--- config.mk ---
export PLATFORM = sky130hd
export DESIGN_NAME = utf8_target_validator_top
export DESIGN_NICKNAME = d
export VERILOG_FILES = /design/src/design/utv_pkg.sv /design/src/design/utv_step.sv /design/src/design/utf8_target_validator_top.sv
export SDC_FILE = /design/constraint.sdc
export NUM_CORES = 1
export LEC_CHECK = 0
export BUFFER_PORTS_ARGS = -buffer_cell sky130_fd_sc_hd__buf_2
export CORE_MARGIN = 2
export CORE_UTILIZATION = 56
export CTS_BUF_LIST = sky130_fd_sc_hd__clkbuf_4 sky130_fd_sc_hd__clkbuf_8 sky130_fd_sc_hd__clkbuf_16
export DETAILED_ROUTE_END_ITERATION = 7
export PLACE_DENSITY = 0.76
export SYNTH_ARGS = -nofsm -noshare
export SYNTH_HDL_FRONTEND = slang
export SYNTH_SLANG_ARGS = --single-unit
--- constraint.sdc ---
create_clock -name clk -period 3.2 [get_ports clk]
set_clock_uncertainty 0.15 [all_clocks]
set_input_delay 0.64 -clock clk [delete_from_list [all_inputs] [get_ports clk]]
set_output_delay 0.64 -clock clk [all_outputs]
set_load 0.03 [all_outputs]
--- src/design/utv_pkg.sv ---
// Package with the shared types, constants and helpers of the UTF-8 target validator.
package utv_pkg;

  localparam int ByteW = 8;
  localparam int CpW   = 21;

  localparam logic [ByteW-1:0] BYTE_NUL      = 8'h00;
  localparam logic [ByteW-1:0] BYTE_DEL      = 8'h7f;
  localparam logic [ByteW-1:0] BYTE_SPACE    = 8'h20;
  localparam logic [ByteW-1:0] LEAD2_LO      = 8'hc2;
  localparam logic [ByteW-1:0] LEAD2_HI      = 8'hdf;
  localparam logic [ByteW-1:0] LEAD3_LO      = 8'he0;
  localparam logic [ByteW-1:0] LEAD3_HI      = 8'hef;
  localparam logic [ByteW-1:0] LEAD4_LO      = 8'hf0;
  localparam logic [ByteW-1:0] LEAD4_HI      = 8'hf4;

  localparam logic [CpW-1:0] CP_MAX          = 21'h10ffff;
  localparam logic [CpW-1:0] SURR_LO         = 21'h00d800;
  localparam logic [CpW-1:0] SURR_HI         = 21'h00dfff;

  // Length class of the sequence in flight.
  localparam logic [1:0] LEN_NONE = 2'd0;
  localparam logic [1:0] LEN_TWO  = 2'd1;
  localparam logic [1:0] LEN_THREE = 2'd2;
  localparam logic [1:0] LEN_FOUR = 2'd3;

  typedef struct packed {
    logic [1:0]     pending;
    logic [CpW-1:0] partial;
    logic [1:0]     len_class;
    logic           err;
  } state_t;

  typedef struct packed {
    logic           end_of_target;
    logic           target_valid;
    logic           char_complete;
    logic [CpW-1:0] code_point;
  } result_t;

  // Smallest value that is not an overlong form for each length class.
  function automatic logic [CpW-1:0] min_value(input logic [1:0] len_class);
    logic [CpW-1:0] v;
    unique case (len_class)
      LEN_NONE:  v = 21'h000000;
      LEN_TWO:   v = 21'h000080;
      LEN_THREE: v = 21'h000800;
      LEN_FOUR:  v = 21'h010000;
      default:   v = 21'h000000;
    endcase
    return v;
  endfunction

endpackage

--- src/design/utv_step.sv ---
// Combinational decode of one byte against the current sequence state.
module utv_step (
  input  logic [utv_pkg::ByteW-1:0] byte_i,
  input  utv_pkg::state_t           state_i,
  output utv_pkg::state_t           state_o,
  output utv_pkg::result_t          result_o
);
  import utv_pkg::*;

  logic [CpW-1:0] shifted;
  logic [1:0]     pend_dec;
  logic           is_cont;
  logic           range_bad;

  assign shifted   = {state_i.partial[CpW-7:0], byte_i[5:0]};
  assign pend_dec  = state_i.pending - 2'd1;
  assign is_cont   = (byte_i[7:6] == 2'b10);
  assign range_bad = (shifted < min_value(state_i.len_class)) || (shifted > CP_MAX) ||
                     ((shifted >= SURR_LO) && (shifted <= SURR_HI));

  always_comb begin
    state_o  = state_i;
    result_o = '0;
    if (byte_i == BYTE_NUL) begin
      result_o.end_of_target = 1'b1;
      result_o.target_valid  = !state_i.err && (state_i.pending == 2'd0);
      state_o                = '0;
    end else if (state_i.err) begin
      state_o = state_i;
    end else if (state_i.pending != 2'd0) begin
      if (!is_cont) begin
        state_o     = '0;
        state_o.err = 1'b1;
      end else if (pend_dec == 2'd0) begin
        state_o = '0;
        if (range_bad) begin
          state_o.err = 1'b1;
        end else begin
          result_o.target_valid  = 1'b1;
          result_o.char_complete = 1'b1;
          result_o.code_point    = shifted;
        end
      end else begin
        state_o.partial       = shifted;
        state_o.pending       = pend_dec;
        result_o.target_valid = 1'b1;
      end
    end else if (!byte_i[7]) begin
      if ((byte_i < BYTE_SPACE) || (byte_i == BYTE_DEL)) begin
        state_o.err = 1'b1;
      end else begin
        result_o.target_valid  = 1'b1;
        result_o.char_complete = 1'b1;
        result_o.code_point    = {{(CpW-ByteW){1'b0}}, byte_i};
      end
    end else if ((byte_i >= LEAD2_LO) && (byte_i <= LEAD2_HI)) begin
      state_o.partial       = {{(CpW-5){1'b0}}, byte_i[4:0]};
      state_o.pending       = 2'd1;
      state_o.len_class     = LEN_TWO;
      result_o.target_valid = 1'b1;
    end else if ((byte_i >= LEAD3_LO) && (byte_i <= LEAD3_HI)) begin
      state_o.partial       = {{(CpW-4){1'b0}}, byte_i[3:0]};
      state_o.pending       = 2'd2;
      state_o.len_class     = LEN_THREE;
      result_o.target_valid = 1'b1;
    end else if ((byte_i >= LEAD4_LO) && (byte_i <= LEAD4_HI)) begin
      state_o.partial       = {{(CpW-3){1'b0}}, byte_i[2:0]};
      state_o.pending       = 2'd3;
      state_o.len_class     = LEN_FOUR;
      result_o.target_valid = 1'b1;
    end else begin
      state_o     = '0;
      state_o.err = 1'b1;
    end
  end

endmodule

--- src/design/utf8_target_validator_top.sv ---
// Top level of the streaming strict UTF-8 validator for NUL-terminated strings.
// An accepted byte moves from the input stage into the result register once that
// register is free. Throughput: one byte per cycle while out_stall is low; the
// decode of a byte against the sequence state is one short combinational step
// between the input and result registers.
// Reset (rst_n low, synchronous) empties both stages and clears the sequence state.
module utf8_target_validator_top (
  input  logic                      clk,
  input  logic                      rst_n,
  input  logic                      in_valid,
  output logic                      in_stall,
  input  logic [utv_pkg::ByteW-1:0] in_byte_value,
  output logic                      out_valid,
  input  logic                      out_stall,
  output logic                      out_end_of_target,
  output logic                      out_target_valid,
  output logic                      out_char_complete,
  output logic [utv_pkg::CpW-1:0]   out_code_point
);
  import utv_pkg::*;

  // Input stage: holds one request. It can refill while a finished result
  // still waits in the output register, so the two sides are decoupled.
  logic             s1_vld_r, s1_vld_nxt;
  logic [ByteW-1:0] s1_byte_r, s1_byte_nxt;

  // Sequence state, advanced when a request moves from the input stage
  // into the result register.
  state_t           st_r, st_nxt;
  state_t           st_step;
  result_t          res_step;

  // Result register.
  logic             out_vld_r, out_vld_nxt;
  result_t          out_res_r, out_res_nxt;

  logic             out_free;
  logic             in_take;
  logic             s1_move;

  // The result register can take a new entry when it is empty or being drained.
  assign out_free = !out_vld_r || !out_stall;
  assign s1_move  = s1_vld_r && out_free;
  // The input stage is full and cannot pass its request on: hold the sender off.
  assign in_stall = s1_vld_r && !out_free;
  assign in_take  = in_valid && !in_stall;

  utv_step u_step (
    .byte_i   (s1_byte_r),
    .state_i  (st_r),
    .state_o  (st_step),
    .result_o (res_step)
  );

  always_comb begin
    s1_vld_nxt  = s1_vld_r;
    s1_byte_nxt = s1_byte_r;
    if (in_take) begin
      s1_vld_nxt  = 1'b1;
      s1_byte_nxt = in_byte_value;
    end else if (s1_move) begin
      s1_vld_nxt = 1'b0;
    end
  end

  always_comb begin
    st_nxt      = st_r;
    out_vld_nxt = out_vld_r;
    out_res_nxt = out_res_r;
    if (s1_move) begin
      st_nxt      = st_step;
      out_vld_nxt = 1'b1;
      out_res_nxt = res_step;
    end else if (!out_stall) begin
      out_vld_nxt = 1'b0;
    end
  end

  always_ff @(posedge clk) begin
    if (!rst_n) begin
      s1_vld_r  <= 1'b0;
      out_vld_r <= 1'b0;
      st_r      <= '0;
    end else begin
      s1_vld_r  <= s1_vld_nxt;
      out_vld_r <= out_vld_nxt;
      st_r      <= st_nxt;
    end
  end

  // Payload registers need no reset.
  always_ff @(posedge clk) begin
    s1_byte_r <= s1_byte_nxt;
    out_res_r <= out_res_nxt;
  end

  assign out_valid         = out_vld_r;
  assign out_end_of_target = out_res_r.end_of_target;
  assign out_target_valid  = out_res_r.target_valid;
  assign out_char_complete = out_res_r.char_complete;
  assign out_code_point    = out_res_r.code_point;

  // A terminator always returns the sequence state to its reset value.
  a_nul_clears: assert property (@(posedge clk) disable iff (!rst_n)
    (s1_move && (s1_byte_r == BYTE_NUL)) |=> (st_r == '0))
    else $error("sequence state not cleared after terminator");

  // An error stays set until a terminator passes.
  a_err_sticky: assert property (@(posedge clk) disable iff (!rst_n)
    (s1_move && st_r.err && (s1_byte_r != BYTE_NUL)) |=> st_r.err)
    else $error("error flag dropped before terminator");

  // A completed character is never reported on a terminator or in an invalid string.
  a_char_ok: assert property (@(posedge clk) disable iff (!rst_n)
    (out_vld_r && out_res_r.char_complete) |->
      (out_res_r.target_valid && !out_res_r.end_of_target))
    else $error("character completion on invalid string or terminator");

  // No code point is reported without a completed character.
  a_cp_zero: assert property (@(posedge clk) disable iff (!rst_n)
    (out_vld_r && !out_res_r.char_complete) |-> (out_res_r.code_point == '0))
    else $error("code point set without completed character");

endmodule
==> impl_metrics.json, run 1 <==
{
  "hpwl_um": 3300,
  "via_per_inst": 5.89,
  "syn_area_um2": 2410,
  "globalplace.congestion": 0.916,
  "cp_max_fo": 5,
  "synth_top_cell_by_area": "edfxtp_1",
  "worstPathCellList": "o21a_1 -> nor3_1 -> nand2_1 -> a2111oi_0 -> o21a_1",
  "crit_path_end_kind": "register",
  "vias": 1703,
  "portBuffers": 37,
  "startpoint_type": "register",
  "setup_viol": 0,
  "cp.arrival_ns": 2.52,
  "ir_worst_vdd_uv": 341,
  "slowest_delay_ns": 0.80,
  "critical_path_class": "reg -> reg",
  "synthArstFlopShare_pct": 0,
  "rr_worst_depth": 5,
  "tns_ns": 0,
  "cts-buffers-inserted": 5,
  "ys_seq_area_share_pct": 58.0,
  "grt_pass1_wl_um": 7940,
  "worstMarginPinSlew_ns": 0.855,
  "synthFlopType": "edfxtp_1",
  "critPathMostFrequentCell": "o21a_1",
  "synthXorXnorAreaFrac_pct": 0,
  "holdPathStages": 1,
  "initial_utilization_pct": 59.1,
  "synth_nets": 218,
  "clkSinkCount": 54,
  "cts_resized": 0,
  "drt_iter0_drc": 264,
  "overflow": 0,
  "finalCriticalPeriod_ns": 2.42,
  "antenna_cells": 0,
  "cts_root_buf": "clkbuf_8",
  "synth-adder-area-share_pct": 2.07,
  "min_path_type": "in -> reg",
  "final_cell_mix": "buf_2, edfxtp_1, dfxtp_1, nor2b_1, and2_1",
  "synth_area_leaders": "edfxtp_1, dfxtp_1, nor2b_1, a22oi_1, and2_1",
  "path_buf_inv": 0,
  "post_cts_buffers": 0,
  "layout_commonest_cell": "buf_2",
  "drive_above_1_share_pct": 25.1,
  "synth_edf_count": 32,
  "fin_crit_sh_pct": 75.5,
  "clk_pin_slew_ns": 0.10,
  "die_y_um": 69.7,
  "crit_family": "compound AO/OA/AOI/OAI gates",
  "synth_top_cell_area_share_pct": 39.8,
  "synth_top_family_by_area": "simple AND/OR/NAND/NOR gates",
  "grt_max_degree": 25,
  "cts_buffer_depth": 2,
  "dieArea_um2": 4850,
  "ctsHoldBuffers": 0,
  "pwr_density_cell_nw_per_um2": 468,
  "cp.required_ns": 3.30,
  "die_x_um": 69.7,
  "wl_per_cell_um": 15.9,
  "finalHoldViolations": 0,
  "crit_slowest_cell": "a2111oi_0",
  "holdWs_ns": 0.347,
  "h-tree-depth": 2,
  "drcViolationCount": 0,
  "synth_compound_area_share_pct": 15.6,
  "maxCapViolCount": 0,
  "p_leak_nw": 1.01,
  "core_area_um2": 4090,
  "drt_first_pass_iters": 5,
  "maxSlewHeadroom_pct": 41.5,
  "nNetsFinal": 254,
  "antenna_left": 0,
  "ioPinCount": 38,
  "maxSlewViolCount": 0,
  "status": "complete, no violations",
  "synthMuxAreaShare_pct": 0.466,
  "fmax_mhz": 414,
  "clock_latency_ns": 0.31,
  "antenna_found_initial": 0,
  "rsz0062_at_grt": "false",
  "syn_avg_cell_area_um2": 12.0,
  "synth_simple_gate_area_share_pct": 20.7,
  "first_global_vias": 1641,
  "ys_seq_elements": 54,
  "cp_num_cells": 5,
  "wirelength_um": 4580,
  "rows": 23,
  "synth.distinct_cells": 54,
  "area_growth_pct": 12.3,
  "cts_tree": "built",
  "yosysWarnings": 0,
  "grt_usage_pct": 20.7,
  "syn_inst": 202
}
-- through the flow --
stage	setup WS [ns]	area [um2]	cells	util [%]	power, mW
after floorplan	0.773	2410	202	-	0.867
after global placement	0.750	2620	281	64.1	0.898
after detailed placement	0.785	2620	281	64.1	0.900
after CTS	0.768	2710	289	66.4	1.28
after global routing	0.553	2710	289	66.4	1.32
final	0.783	2710	289	66.4	1.27
-- cells by family (layout without fill, tap and decap cells) --
logic type                 count (synthesis)  after routing
DFF                                       54             54
and+or+nand+nor                           81             81
adders and majority gates                  4              4
muxes                                      1              1
buffers and inverters                     14             51
AOI/OAI and AO/OA                         48             48
-- final timing paths --
check                   start           end  slack (ns)
min          in_byte_value[5]  s1_byte_r[5]        0.35
min reg2reg           st_r[7]       st_r[7]        0.35
max              s1_byte_r[1]       st_r[1]        0.78
max reg2reg      s1_byte_r[1]       st_r[1]        0.78
-- state kept, by name, indices dropped and copies added, names as in the netlist --
name and count:
out_code_point 21, st_r 20, s1_byte_r 8, out_char_complete 1, out_end_of_target 1, out_target_valid 1, out_valid 1, s1_vld_r 1
-- power by group --
part / total, mW / leakage (nW) / internal, mW / switching, mW
logic: 0.108 / 0.471 / 0.0364 / 0.0719
clock network: 0.384 / 0.0483 / 0.158 / 0.226
registers: 0.777 / 0.488 / 0.759 / 0.0176
total: 1.27 / 1.01 / 0.954 / 0.315
-- Yosys cell counts (3+ instances only) --
cell and n:
nor2_1 11, clkbuf_1 4, edfxtp_1 32, ha_1 4, o21ai_0 4, nand2_1 8, buf_2 3, and3_1 4
a22oi_1 10, dfxtp_1 22, nor3_1 3, and2_1 12, a21oi_1 3, nand2b_1 5, inv_1 4, o21a_1 5
nor3b_1 7, nor2b_1 14, a32o_1 4
-- worst register-to-register path: stages, from the launching register on --
cell       delay, ns
edfxtp_1        0.48
o21a_1          0.22
nor3_1          0.41
nand2_1         0.09
a2111oi_0       0.80
o21a_1          0.22
-- routing by layer --
metal,routed length [um],part of all wire (%),GRT usage [%],vias up
met5,0,0,0,-
met4,80,1.7,8.76,0
met3,252,5.5,4.22,7
met2,2190,48,31.4,60
met1,2060,45,29.1,802
li1,-,-,-,834
-- layout make-up --
| type | count | area, um2 |
|---|---|---|
| clock buffer | 5 | 68.8 |
| clock inverter | 3 | 26.3 |
| fill | 329 | 1370 |
| inverter | 4 | 15.0 |
| multi-input combinational | 134 | 938 |
| sequential | 54 | 1400 |
| tap | 50 | 62.6 |
| timing repair buffer | 39 | 200 |
No activity file was read; power rests on OpenSTA's default activity.
==> run 2: changes to the inputs <==
CORE_UTILIZATION = 50   (was 56)
PLACE_DENSITY = 0.72   (was 0.76)
clock period = 2.1 ns   (was 3.2 ns; I/O delays follow)
==> run 2 against run 1 <==
Effect of this change: the flow now finishes with violations (setup timing); via count up 10%; cell count up 13%; combinational power up 93%; sequential cell count unchanged; setup slack worse by 0.82 ns.
==> impl_metrics.json, run 2 (same netlist as run 1, synthesis figures left out) <==
{
  "crit_path_end_kind": "register",
  "layout_setup_ws_ns": -0.0416,
  "startpoint_type": "register",
  "initial_utilization_pct": 51.5,
  "maxCapViolCount": 0,
  "area_growth_pct": 26.5,
  "overflow": 0,
  "wl_per_cell_um": 15.4,
  "holdPathStages": 1,
  "reg2reg_slack_ns": -0.04,
  "cp.required_ns": 2.02,
  "h-tree-depth": 2,
  "grt_max_degree": 25,
  "setup_viol": 14,
  "cts_tree": "built",
  "nNetsFinal": 289,
  "status": "finished, violations left",
  "finalHoldViolations": 0,
  "design_area_um2": 3060,
  "drcViolationCount": 0,
  "wirelength_um": 5050,
  "holdWs_ns": 0.137,
  "dieArea_um2": 5400,
  "p_leak_nw": 1.20,
  "cp.arrival_ns": 2.06,
  "clock_latency_ns": 0.31,
  "drt_first_pass_iters": 4,
  "layout_commonest_cell": "buf_2",
  "postLayoutCoreUtil_pct": 65.1,
  "clkSinkCount": 54,
  "ioPinCount": 38,
  "cp_max_fo": 6,
  "crit_start": "st_r[9]",
  "vias": 1875,
  "drive_above_1_share_pct": 38.7,
  "fin_crit_sh_pct": 102,
  "fmax_mhz": 467,
  "cts_buffer_depth": 2,
  "maxSlewViolCount": 0,
  "hp-start": "in_byte_value[7]",
  "r2r-start": "st_r[9]",
  "die_y_um": 73.5,
  "largest_reg_flops": 21,
  "portBuffers": 37,
  "core_area_um2": 4690,
  "antenna_cells": 0,
  "antenna_found_initial": 0,
  "grt_pass1_wl_um": 8210,
  "clk_pin_slew_ns": 0.09,
  "cts_root_buf": "clkbuf_8",
  "via_per_inst": 5.72,
  "first_global_vias": 1718,
  "hpwl_um": 3640,
  "die_x_um": 73.5,
  "cts-buffers-inserted": 5,
  "violations": "setup timing",
  "critical_path_class": "reg -> reg",
  "post-place-ws_ns": -0.104,
  "rsz0062_at_grt": "true",
  "worstMarginPinSlew_ns": 0.487,
  "rows": 25,
  "r2r-end": "out_code_point[6]",
  "hold_path_end": "s1_byte_r[7]",
  "min_path_type": "in -> reg",
  "pwr_density_cell_nw_per_um2": 682,
  "globalplace.congestion": 0.919,
  "rr_worst_depth": 5,
  "final_cell_mix": "buf_2, buf_4, edfxtp_1, dfxtp_1, nor2b_1",
  "antenna_left": 0,
  "ctsHoldBuffers": 0,
  "ir_worst_vdd_uv": 463,
  "grt_usage_pct": 20.1,
  "drt_iter0_drc": 148,
  "place_area_um2": 2890,
  "maxSlewHeadroom_pct": 67.5,
  "finalCriticalPeriod_ns": 2.14,
  "power_mw": 2.08
}
[run 2: cell count changes in the layout (fill, tap and decap cells not counted), moves of 2 or more]
cell,delta
clkinvlp_4,+2
dfxtp_2,+3
buf_4,+32
dfxtp_1,-3
clkinv_4,-3
[run 2: area by class of cell]
class,count,area (um2)
tap,54,67.6
clock buffer,6,76.3
inverter,4,18.8
sequential,54,1410
clock inverter,2,37.5
timing repair buffer,73,472
fill,368,1640
multi-input combinational,135,978
[run 2: what timing repair did]
action                     in CTS  in global routing
gates resized for setup         4                  7
pin swaps                       2                  4
setup buffers                   1                  0
setup endpoints to repair      14                 40
gates cloned                    1                  0
[run 2: worst max-delay path, cell delays in order (launching register included)]
cell     delay, ns
dfxtp_2       0.35
or4bb_1       0.49
o31a_1        0.33
and3_4        0.19
and3_4        0.19
a32o_1        0.20
[run 2: worst max path at each step]
| stage | endpoint | slack, ns | cells past startpoint |
|---|---|---|---|
| 6_report | out_code_point[6] | -0.04 | 5 |
| 2_1_floorplan | out_code_point[14] | 0.02 | 6 |
| 5_1_grt | out_code_point[6] | -0.11 | 5 |
| 3_3_place_gp | st_r[1] | -0.09 | 7 |
| 3_5_place_dp | st_r[24] | -0.10 | 7 |
| 4_1_cts | out_code_point[6] | -0.06 | 5 |
[run 2: stage by stage]
stage	std cells	TNS (ns)
floorplan	202	0
global placement	318	-0.237
detailed placement	318	-0.459
CTS	328	-0.594
global route	328	-1.49
finish	328	-0.301
[run 2: where the power goes]
group	switching, mW	internal [mW]
sequential	0.0189	1.16
clock	0.332	0.369
combinational	0.128	0.0799
[run 2: per-layer routing]
layer	up-vias	global-route usage (%)	wire [um]
met5	-	0	0
met4	0	6.46	78
met3	7	4.39	230
met2	60	31.4	2420
met1	898	27.9	2330
li1	910	-	-
==> run 3: changes to the inputs <==
CTS_CLUSTER_SIZE = 10   (was not set)
REMOVE_ABC_BUFFERS = 1   (was not set)
==> run 3 against run 2 <==
Effect of this change: the flow still finishes with violations (setup timing); global-route usage down 0.17 points; worst hold slack worse by 0.011 ns; non-clock buffer count up 2; combinational power about the same; highest routed layer unchanged; clock power down 16%.
==> impl_metrics.json, run 3 (same netlist as run 1, synthesis figures left out) <==
{
  "ioPinCount": 38,
  "wl_per_cell_um": 16.1,
  "fmax_mhz": 463,
  "reg2reg_slack_ns": -0.06,
  "finalCriticalPeriod_ns": 2.16,
  "finalHoldViolations": 0,
  "core_area_um2": 4690,
  "r2r-end": "out_code_point[6]",
  "holdPathStages": 1,
  "nNetsFinal": 291,
  "final_cell_mix": "buf_2, buf_4, edfxtp_1, dfxtp_1, nor2b_1",
  "globalplace.congestion": 0.896,
  "nFillCells": 365,
  "critPathMostFrequentCell": "and3_4",
  "cts_buffer_depth": 2,
  "rr_worst_depth": 5,
  "h-tree-depth": 2,
  "layout_setup_ws_ns": -0.0577,
  "grt_max_degree": 25,
  "dieArea_um2": 5400,
  "clkSinkCount": 54,
  "cp_max_fo": 6,
  "fin_crit_sh_pct": 103,
  "maxSlewViolCount": 0,
  "tns_ns": -0.712,
  "p_sw_mw": 0.502,
  "antenna_found_initial": 0,
  "violations": "setup timing",
  "seqPwrFrac_pct": 59.7,
  "largest_reg_flops": 21,
  "critical_path_class": "reg -> reg",
  "ir_worst_vdd_uv": 376,
  "status": "finished, violations left",
  "drive_above_1_share_pct": 40.9,
  "drcViolationCount": 0,
  "grt_usage_pct": 20.0,
  "cts_root_buf": "clkbuf_8",
  "pwr_density_cell_nw_per_um2": 643,
  "startpoint_type": "register",
  "wirelength_um": 5300,
  "power_frac_comb_pct": 10.6,
  "area_growth_pct": 27.2,
  "ctsHoldBuffers": 0,
  "overflow": 0,
  "maxCapViolCount": 0,
  "worstMarginPinSlew_ns": 0.484,
  "cts-buffers-inserted": 5,
  "slowest_delay_ns": 0.53,
  "portBuffers": 37,
  "cellInternalPower_mw": 1.47,
  "r2r-start": "st_r[13]",
  "drt_iter0_drc": 131,
  "crit_path_end_kind": "register",
  "crit_slowest_cell": "or4_1",
  "worstPathCellList": "or4_1 -> o31a_1 -> and3_4 -> and3_4 -> a32o_1",
  "via_per_inst": 5.62,
  "cp.arrival_ns": 2.08,
  "hp-start": "in_byte_value[3]",
  "path_buf_inv": 0,
  "die_x_um": 73.5,
  "antenna_left": 0,
  "clk_pin_slew_ns": 0.10,
  "cp.required_ns": 2.03,
  "hold_path_end": "s1_byte_r[3]",
  "antenna_cells": 0,
  "first_global_vias": 1711,
  "hpwl_um": 3640,
  "rows": 25,
  "p_leak_nw": 1.22,
  "drt_first_pass_iters": 4,
  "min_path_type": "in -> reg",
  "die_y_um": 73.5,
  "vias": 1853,
  "rsz0062_at_grt": "true",
  "grt_pass1_wl_um": 8100,
  "clkPwrFrac_pct": 29.7,
  "swShare_pct": 25.4,
  "cts_tree": "built",
  "setup_viol": 16,
  "initial_utilization_pct": 51.5,
  "crit_family": "simple AND/OR/NAND/NOR gates",
  "maxSlewHeadroom_pct": 67.7,
  "clock_latency_ns": 0.32,
  "power_mw": 1.97
}
## run 3: cell types whose count changed in the layout (fill, tap and decap cells not counted), moves of 2 or more
cell,delta
buf_4,+3
clkinvlp_4,-2
and2_1,-4
and2_4,+4
## run 3: what timing repair did
action / 4_1_cts / 5_1_grt
resized for setup: 7 / 15
hold endpoints to repair: 0 / 0
setup buffers: 1 / 0
gates cloned: 1 / 0
endpoints found under the setup margin: 24 / 39
pin swaps: 2 / 5
## run 3: worst max-delay path by stage
stage / from / endpoint / slack [ns] / depth (start not counted)
global placement: st_r[9] / out_code_point[6] / -0.05 / 5
detailed placement: st_r[6] / out_code_point[6] / -0.07 / 5
CTS: st_r[9] / out_code_point[9] / -0.04 / 5
global route: st_r[6] / out_code_point[1] / -0.14 / 6
floorplan: out_valid / st_r[24] / -0.72 / 6
finish: st_r[13] / out_code_point[6] / -0.06 / 5
## run 3: per-layer routing
layer | vias to the layer above | wire (um) | global-route usage, %
li1 | 908 | - | -
met1 | 888 | 2390 | 27.4
met2 | 49 | 2560 | 31.4
met3 | 8 | 265 | 4.53
met4 | 0 | 85 | 6.46
met5 | - | 0 | 0
## run 3: area by class of cell
class	count	area (um2)	share of cell area, %
clock inverter	3	20.0	0.652
clock buffer	5	68.8	2.24
tap	54	67.6	2.20
timing repair buffer	75	474	15.4
sequential	54	1410	45.8
multi-input combinational	135	1020	33.2
inverter	4	15.0	0.489
## run 3: per-stage QoR
step / hold slack [ns] / utilization, % / setup slack (ns) / cell area [um2] / cells
2_1_floorplan: 0.312 / - / -0.724 / 2350 / 192
3_3_place_gp: 0.336 / 61.5 / -0.0493 / 2890 / 320
3_5_place_dp: 0.351 / 61.5 / -0.0702 / 2890 / 320
4_1_cts: 0.121 / 64.0 / -0.0416 / 3000 / 330
5_1_grt: 0.117 / 65.4 / -0.144 / 3070 / 330
6_report: 0.126 / 65.4 / -0.0577 / 3070 / 330
## run 3: power by group through the flow
stage / registers (mW) / logic [mW] / clock network (mW)
floorplan: 1.24 / 0.0700 / 0
global placement: 1.20 / 0.194 / 0
detailed placement: 1.20 / 0.198 / 0
CTS: 1.18 / 0.201 / 0.590
global route: 1.18 / 0.224 / 0.630
finish: 1.18 / 0.209 / 0.587
## run 3: worst reg2reg max path, cell delays in order, from the launching register on
cell,delay [ns]
dfxtp_1,0.32
or4_1,0.53
o31a_1,0.33
and3_4,0.19
and3_4,0.20
a32o_1,0.20
